## src/rtl/sch_pkg.sv

```systemverilog
// shared types and constants for the spin chain hamiltonian row generator
// no dependencies
`default_nettype none

package sch_pkg;

    localparam int MAX_SITES = 16;
    localparam int SITE_W    = $clog2(MAX_SITES);
    localparam int CNT_W     = $clog2(MAX_SITES + 1);
    localparam int STATE_W   = 16;
    localparam int VAL_W     = 16;
    localparam int ELEM_W    = 22;
    localparam int ACC_W     = 24;

    localparam logic [CNT_W-1:0] MIN_COUNT = CNT_W'(2);
    localparam logic [CNT_W-1:0] TOP_COUNT = CNT_W'(MAX_SITES);

    localparam logic signed [ACC_W-1:0] ELEM_MAX = ACC_W'(2097151);
    localparam logic signed [ACC_W-1:0] ELEM_MIN = -ACC_W'(2097152);

    localparam logic [VAL_W-1:0]   COUPLING_RESET = VAL_W'(256);
    localparam logic [CNT_W-1:0]   COUNT_RESET    = CNT_W'(8);

    typedef enum logic {
        CMD_LOAD     = 1'b0,
        CMD_GENERATE = 1'b1
    } t_cmd;

    typedef enum logic {
        REG_COUPLING   = 1'b0,
        REG_SITE_COUNT = 1'b1
    } t_reg;

    typedef enum logic [3:0] {
        S_IDLE = 4'b0001,
        S_DIAG = 4'b0010,
        S_EMIT = 4'b0100,
        S_OFF  = 4'b1000
    } t_state;

    typedef struct packed {
        logic clear;
        logic en;
        logic spin_up;
        logic anti;
    } t_acc_ctl;

endpackage

`default_nettype wire

```

## src/rtl/spin_chain_hamiltonian_row.sv

```systemverilog
// top level: sequencer, configuration registers and output register
// depends on sch_pkg, sch_field_tbl and sch_accum
`default_nettype none

// Emits one row of a periodic spin-chain Hamiltonian per generate item: the
// diagonal entry first, then one entry per antiparallel neighbour pair in
// increasing site order, with last set on the final entry. A load item
// writes one site field. For a generate item the diagonal sum runs one site
// per cycle through a single accumulator, and the pair scan then steps one
// site per cycle unless output back-pressure holds a pair entry, stopping
// after the last antiparallel bond. The diagonal entry also waits for output
// space. The input is not ready while a row is in progress; configuration
// is always ready.
module spin_chain_hamiltonian_row
    import sch_pkg::*;
(
    input  wire logic                     i_clk,
    input  wire logic                     i_rst_n,
    input  wire logic                     i_in_valid,
    output logic                          o_in_ready,
    input  wire logic                     i_command,
    input  wire logic [SITE_W-1:0]        i_site,
    input  wire logic signed [VAL_W-1:0]  i_field_value,
    input  wire logic [STATE_W-1:0]       i_basis_state,
    output logic                          o_out_valid,
    input  wire logic                     i_out_ready,
    output logic [STATE_W-1:0]            o_row,
    output logic [STATE_W-1:0]            o_column,
    output logic signed [ELEM_W-1:0]      o_element,
    output logic                          o_last,
    input  wire logic                     i_cfg_valid,
    output logic                          o_cfg_ready,
    input  wire logic                     i_cfg_index,
    input  wire logic [VAL_W-1:0]         i_cfg_data
);

    t_state                  r_state, n_state;
    logic signed [VAL_W-1:0] r_coupling;
    logic [CNT_W-1:0]        r_site_count;
    logic [CNT_W-1:0]        r_n, n_n;
    logic [SITE_W-1:0]       r_j, n_j;
    logic [STATE_W-1:0]      r_st, n_st;
    logic [STATE_W-1:0]      r_row, n_row;
    logic [STATE_W-1:0]      r_rem, n_rem;
    logic                    r_out_valid, n_out_valid;
    logic [STATE_W-1:0]      r_out_row, n_out_row;
    logic [STATE_W-1:0]      r_out_col, n_out_col;
    logic signed [ELEM_W-1:0] r_out_elem, n_out_elem;
    logic                    r_out_last, n_out_last;

    logic                    w_in_acc;
    logic                    w_slot;
    logic [CNT_W-1:0]        w_n;
    logic [STATE_W-1:0]      w_full;
    logic [STATE_W-1:0]      w_st;
    logic [STATE_W-1:0]      w_rot;
    logic [CNT_W-1:0]        w_last_site;
    logic                    w_wrap;
    logic [SITE_W-1:0]       w_nx;
    logic [STATE_W-1:0]      w_flip;
    logic signed [ELEM_W-1:0] w_c_ext;
    logic signed [ELEM_W-1:0] w_off;
    logic signed [ELEM_W-1:0] w_diag;
    logic signed [VAL_W-1:0] w_field;
    logic                    w_tbl_we;
    t_acc_ctl                w_acc_ctl;

    assign o_cfg_ready = 1'b1;
    assign o_in_ready  = (r_state == S_IDLE);
    assign w_in_acc    = i_in_valid && o_in_ready;
    assign w_slot      = !r_out_valid || i_out_ready;
    assign w_tbl_we    = w_in_acc && (t_cmd'(i_command) == CMD_LOAD);

    always_ff @(posedge i_clk) begin
        if (!i_rst_n) begin
            r_coupling   <= COUPLING_RESET;
            r_site_count <= COUNT_RESET;
        end else if (i_cfg_valid && o_cfg_ready) begin
            unique case (t_reg'(i_cfg_index))
                REG_COUPLING:   r_coupling   <= i_cfg_data;
                REG_SITE_COUNT: r_site_count <= i_cfg_data[CNT_W-1:0];
                default:        r_coupling   <= r_coupling;
            endcase
        end
    end

    // clamped site count, site mask, masked state and its rotation for the bond mask at accept
    always_comb begin
        if (r_site_count < MIN_COUNT) begin
            w_n = MIN_COUNT;
        end else if (r_site_count > TOP_COUNT) begin
            w_n = TOP_COUNT;
        end else begin
            w_n = r_site_count;
        end
        for (int i = 0; i < STATE_W; i++) begin
            w_full[i] = (CNT_W'(i) < w_n);
        end
        w_st = i_basis_state & w_full;
        for (int i = 0; i < STATE_W; i++) begin
            if (CNT_W'(i) == w_n - CNT_W'(1)) begin
                w_rot[i] = w_st[0];
            end else if (i < STATE_W - 1) begin
                w_rot[i] = w_st[(i + 1) % STATE_W];
            end else begin
                w_rot[i] = 1'b0;
            end
        end
    end

    assign w_last_site = r_n - CNT_W'(1);
    assign w_wrap      = ({1'b0, r_j} == w_last_site);
    assign w_nx        = w_wrap ? '0 : r_j + SITE_W'(1);
    assign w_flip      = (STATE_W'(1) << r_j) ^ (STATE_W'(1) << w_nx);
    assign w_c_ext     = {{(ELEM_W - VAL_W){r_coupling[VAL_W-1]}}, r_coupling};
    assign w_off       = (r_n == MIN_COUNT) ? (w_c_ext <<< 2) : (w_c_ext <<< 1);

    always_comb begin
        w_acc_ctl.clear   = w_in_acc;
        w_acc_ctl.en      = (r_state == S_DIAG);
        w_acc_ctl.spin_up = r_st[r_j];
        w_acc_ctl.anti    = r_rem[r_j];
    end

    sch_field_tbl u_tbl (
        .i_clk   (i_clk),
        .i_rst_n (i_rst_n),
        .i_we    (w_tbl_we),
        .i_waddr (i_site),
        .i_wdata (i_field_value),
        .i_raddr (r_j),
        .o_rdata (w_field)
    );

    sch_accum u_acc (
        .i_clk      (i_clk),
        .i_ctl      (w_acc_ctl),
        .i_field    (w_field),
        .i_coupling (r_coupling),
        .o_elem     (w_diag)
    );

    always_comb begin
        n_state     = r_state;
        n_n         = r_n;
        n_j         = r_j;
        n_st        = r_st;
        n_row       = r_row;
        n_rem       = r_rem;
        n_out_valid = r_out_valid && !i_out_ready;
        n_out_row   = r_out_row;
        n_out_col   = r_out_col;
        n_out_elem  = r_out_elem;
        n_out_last  = r_out_last;
        unique case (r_state)
            S_IDLE: begin
                if (w_in_acc && (t_cmd'(i_command) == CMD_GENERATE)) begin
                    n_n     = w_n;
                    n_st    = w_st;
                    n_row   = w_full ^ w_st;
                    n_rem   = (w_st ^ w_rot) & w_full;
                    n_j     = '0;
                    n_state = S_DIAG;
                end
            end
            S_DIAG: begin
                n_j = r_j + SITE_W'(1);
                if (w_wrap) begin
                    n_j     = '0;
                    n_state = S_EMIT;
                end
            end
            S_EMIT: begin
                if (w_slot) begin
                    n_out_valid = 1'b1;
                    n_out_row   = r_row;
                    n_out_col   = r_row;
                    n_out_elem  = w_diag;
                    n_out_last  = (r_rem == '0);
                    n_state     = (r_rem == '0) ? S_IDLE : S_OFF;
                end
            end
            S_OFF: begin
                if (!r_rem[0] || w_slot) begin
                    if (r_rem[0]) begin
                        n_out_valid = 1'b1;
                        n_out_row   = r_row;
                        n_out_col   = r_row ^ w_flip;
                        n_out_elem  = w_off;
                        n_out_last  = (r_rem[STATE_W-1:1] == '0);
                    end
                    n_rem = r_rem >> 1;
                    n_j   = r_j + SITE_W'(1);
                    if (r_rem[STATE_W-1:1] == '0) begin
                        n_state = S_IDLE;
                    end
                end
            end
            default: begin
                n_state = S_IDLE;
            end
        endcase
    end

    always_ff @(posedge i_clk) begin
        if (!i_rst_n) begin
            r_state     <= S_IDLE;
            r_out_valid <= 1'b0;
        end else begin
            r_state     <= n_state;
            r_out_valid <= n_out_valid;
        end
    end

    always_ff @(posedge i_clk) begin
        r_n        <= n_n;
        r_j        <= n_j;
        r_st       <= n_st;
        r_row      <= n_row;
        r_rem      <= n_rem;
        r_out_row  <= n_out_row;
        r_out_col  <= n_out_col;
        r_out_elem <= n_out_elem;
        r_out_last <= n_out_last;
    end

    assign o_out_valid = r_out_valid;
    assign o_row       = r_out_row;
    assign o_column    = r_out_col;
    assign o_element   = r_out_elem;
    assign o_last      = r_out_last;

endmodule

`default_nettype wire

```

## src/rtl/sch_field_tbl.sv

```systemverilog
// per-site field table, one write port and one read port, cleared by reset
// depends on sch_pkg
`default_nettype none

module sch_field_tbl
    import sch_pkg::*;
(
    input  wire logic                    i_clk,
    input  wire logic                    i_rst_n,
    input  wire logic                    i_we,
    input  wire logic [SITE_W-1:0]       i_waddr,
    input  wire logic signed [VAL_W-1:0] i_wdata,
    input  wire logic [SITE_W-1:0]       i_raddr,
    output logic signed [VAL_W-1:0]      o_rdata
);

    logic signed [VAL_W-1:0] r_tbl [MAX_SITES];

    always_ff @(posedge i_clk) begin
        if (!i_rst_n) begin
            for (int i = 0; i < MAX_SITES; i++) begin
                r_tbl[i] <= '0;
            end
        end else if (i_we) begin
            r_tbl[i_waddr] <= i_wdata;
        end
    end

    assign o_rdata = r_tbl[i_raddr];

endmodule

`default_nettype wire

```

## src/rtl/sch_accum.sv

```systemverilog
// shared accumulator for the diagonal entry: adds one site term per cycle while enabled
// depends on sch_pkg
`default_nettype none

module sch_accum
    import sch_pkg::*;
(
    input  wire logic                    i_clk,
    input  wire t_acc_ctl                i_ctl,
    input  wire logic signed [VAL_W-1:0] i_field,
    input  wire logic signed [VAL_W-1:0] i_coupling,
    output logic signed [ELEM_W-1:0]     o_elem
);

    logic signed [ACC_W-1:0] r_acc;
    logic signed [ACC_W-1:0] n_acc;
    logic signed [ACC_W-1:0] w_f2;
    logic signed [ACC_W-1:0] w_c;
    logic signed [ACC_W-1:0] w_fterm;
    logic signed [ACC_W-1:0] w_cterm;

    always_comb begin
        w_f2    = {{(ACC_W - VAL_W - 1){i_field[VAL_W-1]}}, i_field, 1'b0};
        w_c     = {{(ACC_W - VAL_W){i_coupling[VAL_W-1]}}, i_coupling};
        w_fterm = i_ctl.spin_up ? w_f2 : -w_f2;
        w_cterm = i_ctl.anti ? -w_c : w_c;
        if (i_ctl.clear) begin
            n_acc = '0;
        end else if (i_ctl.en) begin
            n_acc = r_acc + w_fterm + w_cterm;
        end else begin
            n_acc = r_acc;
        end
    end

    always_ff @(posedge i_clk) begin
        r_acc <= n_acc;
    end

    // saturate to the element range
    always_comb begin
        if (r_acc > ELEM_MAX) begin
            o_elem = ELEM_MAX[ELEM_W-1:0];
        end else if (r_acc < ELEM_MIN) begin
            o_elem = ELEM_MIN[ELEM_W-1:0];
        end else begin
            o_elem = r_acc[ELEM_W-1:0];
        end
    end

endmodule

`default_nettype wire
```

## config.mk

```make
export PLATFORM = sky130hd
export DESIGN_NAME = spin_chain_hamiltonian_row
export DESIGN_NICKNAME = d
export VERILOG_FILES = /design/src/rtl/sch_pkg.sv /design/src/rtl/spin_chain_hamiltonian_row.sv /design/src/rtl/sch_field_tbl.sv /design/src/rtl/sch_accum.sv
export SDC_FILE = /design/constraint.sdc
export NUM_CORES = 1
export LEC_CHECK = 0
export ABC_AREA = 1
export ABC_CLOCK_PERIOD_IN_PS = 12950
export BUFFER_PORTS_ARGS = -buffer_cell sky130_fd_sc_hd__buf_2
export CAP_MARGIN = 30
export CORE_MARGIN = 10
export CORE_UTILIZATION = 65
export DETAILED_ROUTE_END_ITERATION = 6
export PLACE_DENSITY = 0.92
export SKIP_CTS_REPAIR_TIMING = 1
export SYNTH_ARGS = -nofsm -noshare
export SYNTH_HDL_FRONTEND = slang
export SYNTH_SLANG_ARGS = --single-unit
```

## constraint.sdc

```tcl
create_clock -name i_clk -period 12.95 [get_ports i_clk]
set_input_delay 0.6475 -clock i_clk [delete_from_list [all_inputs] [get_ports i_clk]]
set_output_delay 0.6475 -clock i_clk [all_outputs]
set_load 0.1 [all_outputs]
```

* Yosys cells after proc, flatten, opt, wreduce, memory -nomap -nowiden
Memory sizes are Yosys's and may differ from the RTL's. A register that Yosys moved wholly into a read port is not among the register bits. Cells that the tools add are included.
Cells by class: bitwise operators 8, shift-type cells 2, multiplexer cells 68, reduce and logical (&&, ||, !) cells 23, $add $sub $neg 7, equality and inequality tests 27, $lt $le $gt $ge 21
Operator list (count):
- two-way mux 16 bit | 8
- two-way mux 22 bit | 5
- one-hot mux 16 bit (2 select lines) | 3
- bitwise XOR 16 bit | 4
- adder 24 bit | 2
- two-way mux 24 bit | 2
- two-way mux 4 bit | 11
- one-hot mux 22 bit (2 select lines) | 1
- equality test 4 x 5 -> 1 bit (first input constant) | 8
- less-than comparator 4 x 5 -> 1 bit (first input constant) | 8
- AND 16 bit | 2
- left shift 1 x 4 -> 16 bit (first input constant) | 2
- two-way mux 1 bit | 29
- greater-than comparator 24 x 22 -> 1 bit (second input constant) | 1
- less-than comparator 24 x 22 -> 1 bit (second input constant) | 1
- negator 16 -> 24 bit | 1
- negator 17 -> 24 bit | 1
- equality test 3 x 5 -> 1 bit (first input constant) | 4
- less-than comparator 3 x 5 -> 1 bit (first input constant) | 4
- two-way mux 17 bit | 1
- logical NOT 16 bit | 1
- one-hot mux 4 bit (4 select lines) | 1
- OR reduction 16 bit | 1
- logical NOT 15 bit | 1
- 32 further kinds | 54
Word-level totals: logic and storage cells 171, output and inout port bits 58, memories 1, memory bits (writable) 256, flip-flop bits (word level) 162
Memory list:
- u_tbl.r_tbl | depth 16, width 16, read ports 1, clocked after Yosys merged registers in 1, write ports 16, line sch_field_tbl.sv:17 | logic signed [VAL_W-1:0] r_tbl [MAX_SITES];

* Longest topological paths before layout
depth in word-level cells 10, mapped depth 32, mapped depth without buffers 31

* Hierarchy
A second synthesis with hierarchy kept.
Second synthesis, totals: cell total of the unflattened synthesis 2886, area, all modules 23954.2 µm²
Modules (own cells, without submodules):
- sch_field_tbl | area an instance 12773.5 µm², times used 1, cells an instance 1385, sequential area each 7687.4 µm²
- spin_chain_hamiltonian_row | area an instance 7224.4 µm², times used 1, cells an instance 872, sequential area each 3883.7 µm²
- sch_accum | area an instance 3956.3 µm², times used 1, cells an instance 629, sequential area each 480.5 µm²

* Worst setup path before layout
Ideal clock, no wire load.
kind flip-flop to flip-flop, start register r_state[3], end register r_rem[0] (enable), data required time 12.541 ns, path buffers 0, setup time 0.409 ns, period minus slack after synthesis 5.663 ns, slack 7.287 ns, stages on the path, launching flop included 10, data arrival time 5.254 ns, cells stage by stage dfxtp_1 nor2_1 inv_2 nor3_2 inv_2 nor2_1 inv_2 nor2_1 nor2_1 nor3_1
Between the ends: cells in the longest elaborated chain, start to end 5, elaborated cells between the ends (all ways) 8
RTL lines:
- start, declared | line spin_chain_hamiltonian_row.sv:37 | t_state r_state, n_state;
- start signal, assigned | line spin_chain_hamiltonian_row.sv:210 | r_state <= n_state;
- equality test 4 x 1 -> 1 bit * | line spin_chain_hamiltonian_row.sv:69 | assign o_in_ready = (r_state == S_IDLE);
- net o_in_ready | line spin_chain_hamiltonian_row.sv:20 | output logic o_in_ready,
- logical AND 1 bit | line spin_chain_hamiltonian_row.sv:70 | assign w_in_acc = i_in_valid && o_in_ready;
- logical AND 1 bit | line spin_chain_hamiltonian_row.sv:157 | if (w_in_acc && (t_cmd'(i_command) == CMD_GENERATE)) begin
- inequality test 2 x 1 -> 1 bit (no source line)
- AND reduction 3 bit (no source line) *
- end signal, assigned | line spin_chain_hamiltonian_row.sv:220 | r_rem <= n_rem;
- end, declared | line spin_chain_hamiltonian_row.sv:44 | logic [STATE_W-1:0] r_rem, n_rem;
Mark *: on every way through the listed nets, which the timed path passes. The rest lies on a longest branch. A chain may end at the register's enable or synchronous reset.

==> impl_metrics.json <==
{
  "final_sum_of_negative_setup_slack_ns": 0,
  "yosysSeqAreaShare_pct": 54.4,
  "first_pass_iters": 7,
  "final_nets": 2695,
  "number_of_global_route_vias_before_repair": 18300,
  "floorplan.core_area_mm2": 0.0337,
  "total_congestion_overflow": 0,
  "worst_slew_pin_slew_ns": 0.950,
  "clock_latency_ns": 0.56,
  "final_hpwl_from_detailed_placement_mm": 40.1,
  "seq_power_share_pct": 25.1,
  "crit_path_max_incr_delay_ns": 0.68,
  "all_layer_global_routing_usage_pct": 28.7,
  "grt_antenna_before_repair": 2,
  "min-delay-path-class": "primary input to register",
  "power_leakage_nw": 10.7,
  "sw_frac_of_total_pct": 48.4,
  "synth.net_count": 2650,
  "yosys.area.top_type_share_pct": 49.6,
  "synthDistinctLibCells": 50,
  "critical_path_arrival_ns": 6.37,
  "final_core_area_utilization_pct": 72.2,
  "slew_headroom_pct": 36.5,
  "failing_checks": "design-rule violations",
  "area_enclosed_by_the_die_boundary_mm2": 0.0421,
  "power_density_mw_per_mm2": 292,
  "rr_worst_depth": 29,
  "period_share_pct": 45.7,
  "unrepaired_setup_endpoints_after_global_routing": "false",
  "detail_route.iter0.violations": 2926,
  "mean_instance_size_in_the_synthesized_netlist_um2": 8.80,
  "vias_per_cell": 6.15,
  "asyncSetResetFlopFracSynth_pct": 0,
  "edff_count_synth": 368,
  "yosys-top-cells-area": "edfxtp_1 50%, nand2_1 8.1%, nor2_1 7.9%, inv_1 5.3%, dfxtp_1 4.8%",
  "final_common_cell": "nand2_1",
  "clockPowerShare_pct": 16.8,
  "cts.root.buffer_cell": "clkbuf_16",
  "global_route_wire_length_before_repair_mm": 95.9,
  "report.power.total_mw": 7.10,
  "total_length_of_routed_wires_mm": 61.4,
  "timing.final.crit_period_ns": 5.92,
  "crit_fanout": 63,
  "n_antenna_cell": 0,
  "power.ir.vdd_worst_mv": 0.316,
  "crit_path_end_kind": "register",
  "floorplan.initialDensity_pct": 66.2,
  "io_pins": 117,
  "htreeDepth": 2,
  "timing.final.max_slew_violations": 0,
  "min_to": "r_st[1]",
  "crit_path_start_kind": "register",
  "synth_top_cell_by_area": "edfxtp_1",
  "buffers_on_ports": 115,
  "reg2reg_to": "u_acc.r_acc[17]",
  "route.vias.total": 18800,
  "min_from": "i_basis_state[1]",
  "final_hold_viol_count": 0,
  "ys.warnings.count": 0,
  "place.gp.congestion": 0.949,
  "ratio_of_cells_with_drive_above_1_in_the_final_layout_pct": 9.30,
  "required_ns": 13.40,
  "syn_to_final_growth_pct": 9.10,
  "most-common-layout-cells": "481 x nand2_1, 465 x nor2_1, 368 x edfxtp_1, 312 x inv_1, 186 x nand3_1",
  "timing.setup.critical_path_class": "register to register",
  "reg2reg_slack_ns": 7.03,
  "fill_cells": 2256,
  "die_boundary_height_um": 205,
  "post_synthesis_instance_area_mm2": 0.0223,
  "gate_count_after_technology_mapping": 2535,
  "final_routed_wire_length_divided_by_cell_count_um": 20.0,
  "clk_path_buf_depth": 3,
  "clkTransAtPathRegs_ns": 0.06,
  "grt_start_max_net_pins": 105,
  "multi_input_area_mm2": 0.00834,
  "power.internal_mw": 3.66,
  "yosys_register_bits": 422,
  "num_rows": 67,
  "cts-buffers-inserted": 42,
  "timing.critical_path.slowest_stage_cell": "buf_4",
  "post_route_skew_ns": 0.0203,
  "status": "finished, violations left",
  "crit_path_frequent_cell": "nand2_1",
  "pwr-share-comb_pct": 58.0,
  "num_clock_sinks": 422,
  "dominant_synthesized_flop_cell": "edfxtp_1",
  "setup_viol_count_final": 0,
  "achievable-frequency_mhz": 169,
  "cap_violations": 0,
  "drc": 7,
  "route.antenna.remaining_nets": 0,
  "clock_tree_from_tritoncts": "done",
  "whs_path_depth": 1,
  "die_w_um": 205,
  "seq_area_mm2": 0.0121,
  "power.net_switching_mw": 3.44
}
## power by group through the flow
stage                     Sequential [mW]  Combinational (mW)  Clock (mW)
after floorplan                      1.89                3.00           0
after global placement               1.80                3.89           0
after detailed placement             1.80                3.98           0
after CTS                            1.78                4.04        1.19
after global routing                 1.79                4.59        1.24
final                                1.78                4.12        1.19
## layer usage
metal | part of all wire (%) | track usage, %
met1 | 34 | 35.1
met2 | 48 | 46.9
met3 | 13 | 6.21
met4 | 5.3 | 15.3
met5 | 0.029 | 0
## worst max-delay path: cells and delay by family, from the launching register on
family | cells | cell delay, ns
AOI/OAI and AO/OA | 7 | 1.65
xor gates and xnor gates | 2 | 0.32
adders and majority gates | 3 | 1.02
buffers and inverters | 7 | 1.49
DFF | 1 | 0.45
and+or+nand+nor | 10 | 0.84
## how the worst max path moves through the flow
| stage | slack (ns) | cells after the start | startpoint | to |
|---|---|---|---|---|
| after global routing | 6.52 | 29 | register | u_acc.r_acc[17] |
| final | 7.03 | 29 | register | u_acc.r_acc[17] |
| after global placement | 7.42 | 29 | register | u_acc.r_acc[17] |
| after detailed placement | 7.26 | 29 | register | u_acc.r_acc[17] |
| after floorplan | 7.29 | 9 | r_state[3] | r_rem[0] |
| after CTS | 7.23 | 29 | register | u_acc.r_acc[17] |
## synth_stat cells, types with 2 or more instances
cell type	count
nor3_2	3
inv_1	312
o22ai_1	15
o21ai_1	21
nand3_2	10
nor4_1	9
xnor2_1	40
edfxtp_1	368
o221ai_1	12
o21ai_0	138
nand4_1	12
a211oi_1	2
a211o_1	2
nor2_4	2
a21oi_1	67
nor2_1	467
nor2_2	6
a31oi_1	11
fa_1	22
ha_1	34
xor2_1	28
o21bai_1	9
o21a_1	2
nor3_1	26
dfxtp_1	54
nand3_1	186
buf_4	5
buf_2	48
inv_2	8
buf_1	2
clkinv_1	2
buf_6	9
nand2_1	481
nand2_2	9
clkbuf_1	66
o31ai_1	3
o211ai_1	25
or2_2	6
a21o_1	2
## area by class of cell
class                   instances  share of cell area (%)
flip-flops and latches        422                    49.9
multi-input cells            1660                    34.3
inverters                     323                    4.99
clock buffers                  53                    4.66
repair buffers                131                    3.09
well taps                     448                    2.30
clock inverters                23                   0.761
## through the flow
step	instances	area, um2	worst slack (ns)	hold WS (ns)
final	3060	24300	7.03	0.317
after global routing	3060	24300	6.52	0.306
after CTS	3059	24300	7.23	0.300
after detailed placement	2983	23000	7.26	0.464
after global placement	2980	22900	7.42	0.453
after floorplan	2535	22300	7.29	0.449
## sequential cells by signal (all words and copies together) (netlist names), named ones only
name and cells:
r_j 4, u_acc.r_acc 24, o_column 16, o_element 22
r_site_count 5, r_state 4, r_st 16, r_n 5
r_coupling 16, o_out_valid 1, r_rem 16, u_tbl.r_tbl 256
o_last 1, r_row 16, o_row 16
## cells by family after synthesis
kind of cell | after synthesis | share of synthesized area, %
DFF | 422 | 54.4
AOI/OAI and AO/OA | 314 | 8.02
buffers and inverters | 453 | 8.29
other | 1 | 0.0168
and+or+nand+nor | 1221 | 22.7
adders and majority gates | 56 | 3.88
xor gates and xnor gates | 68 | 2.67
No activity file was read; power rests on OpenSTA's default activity.
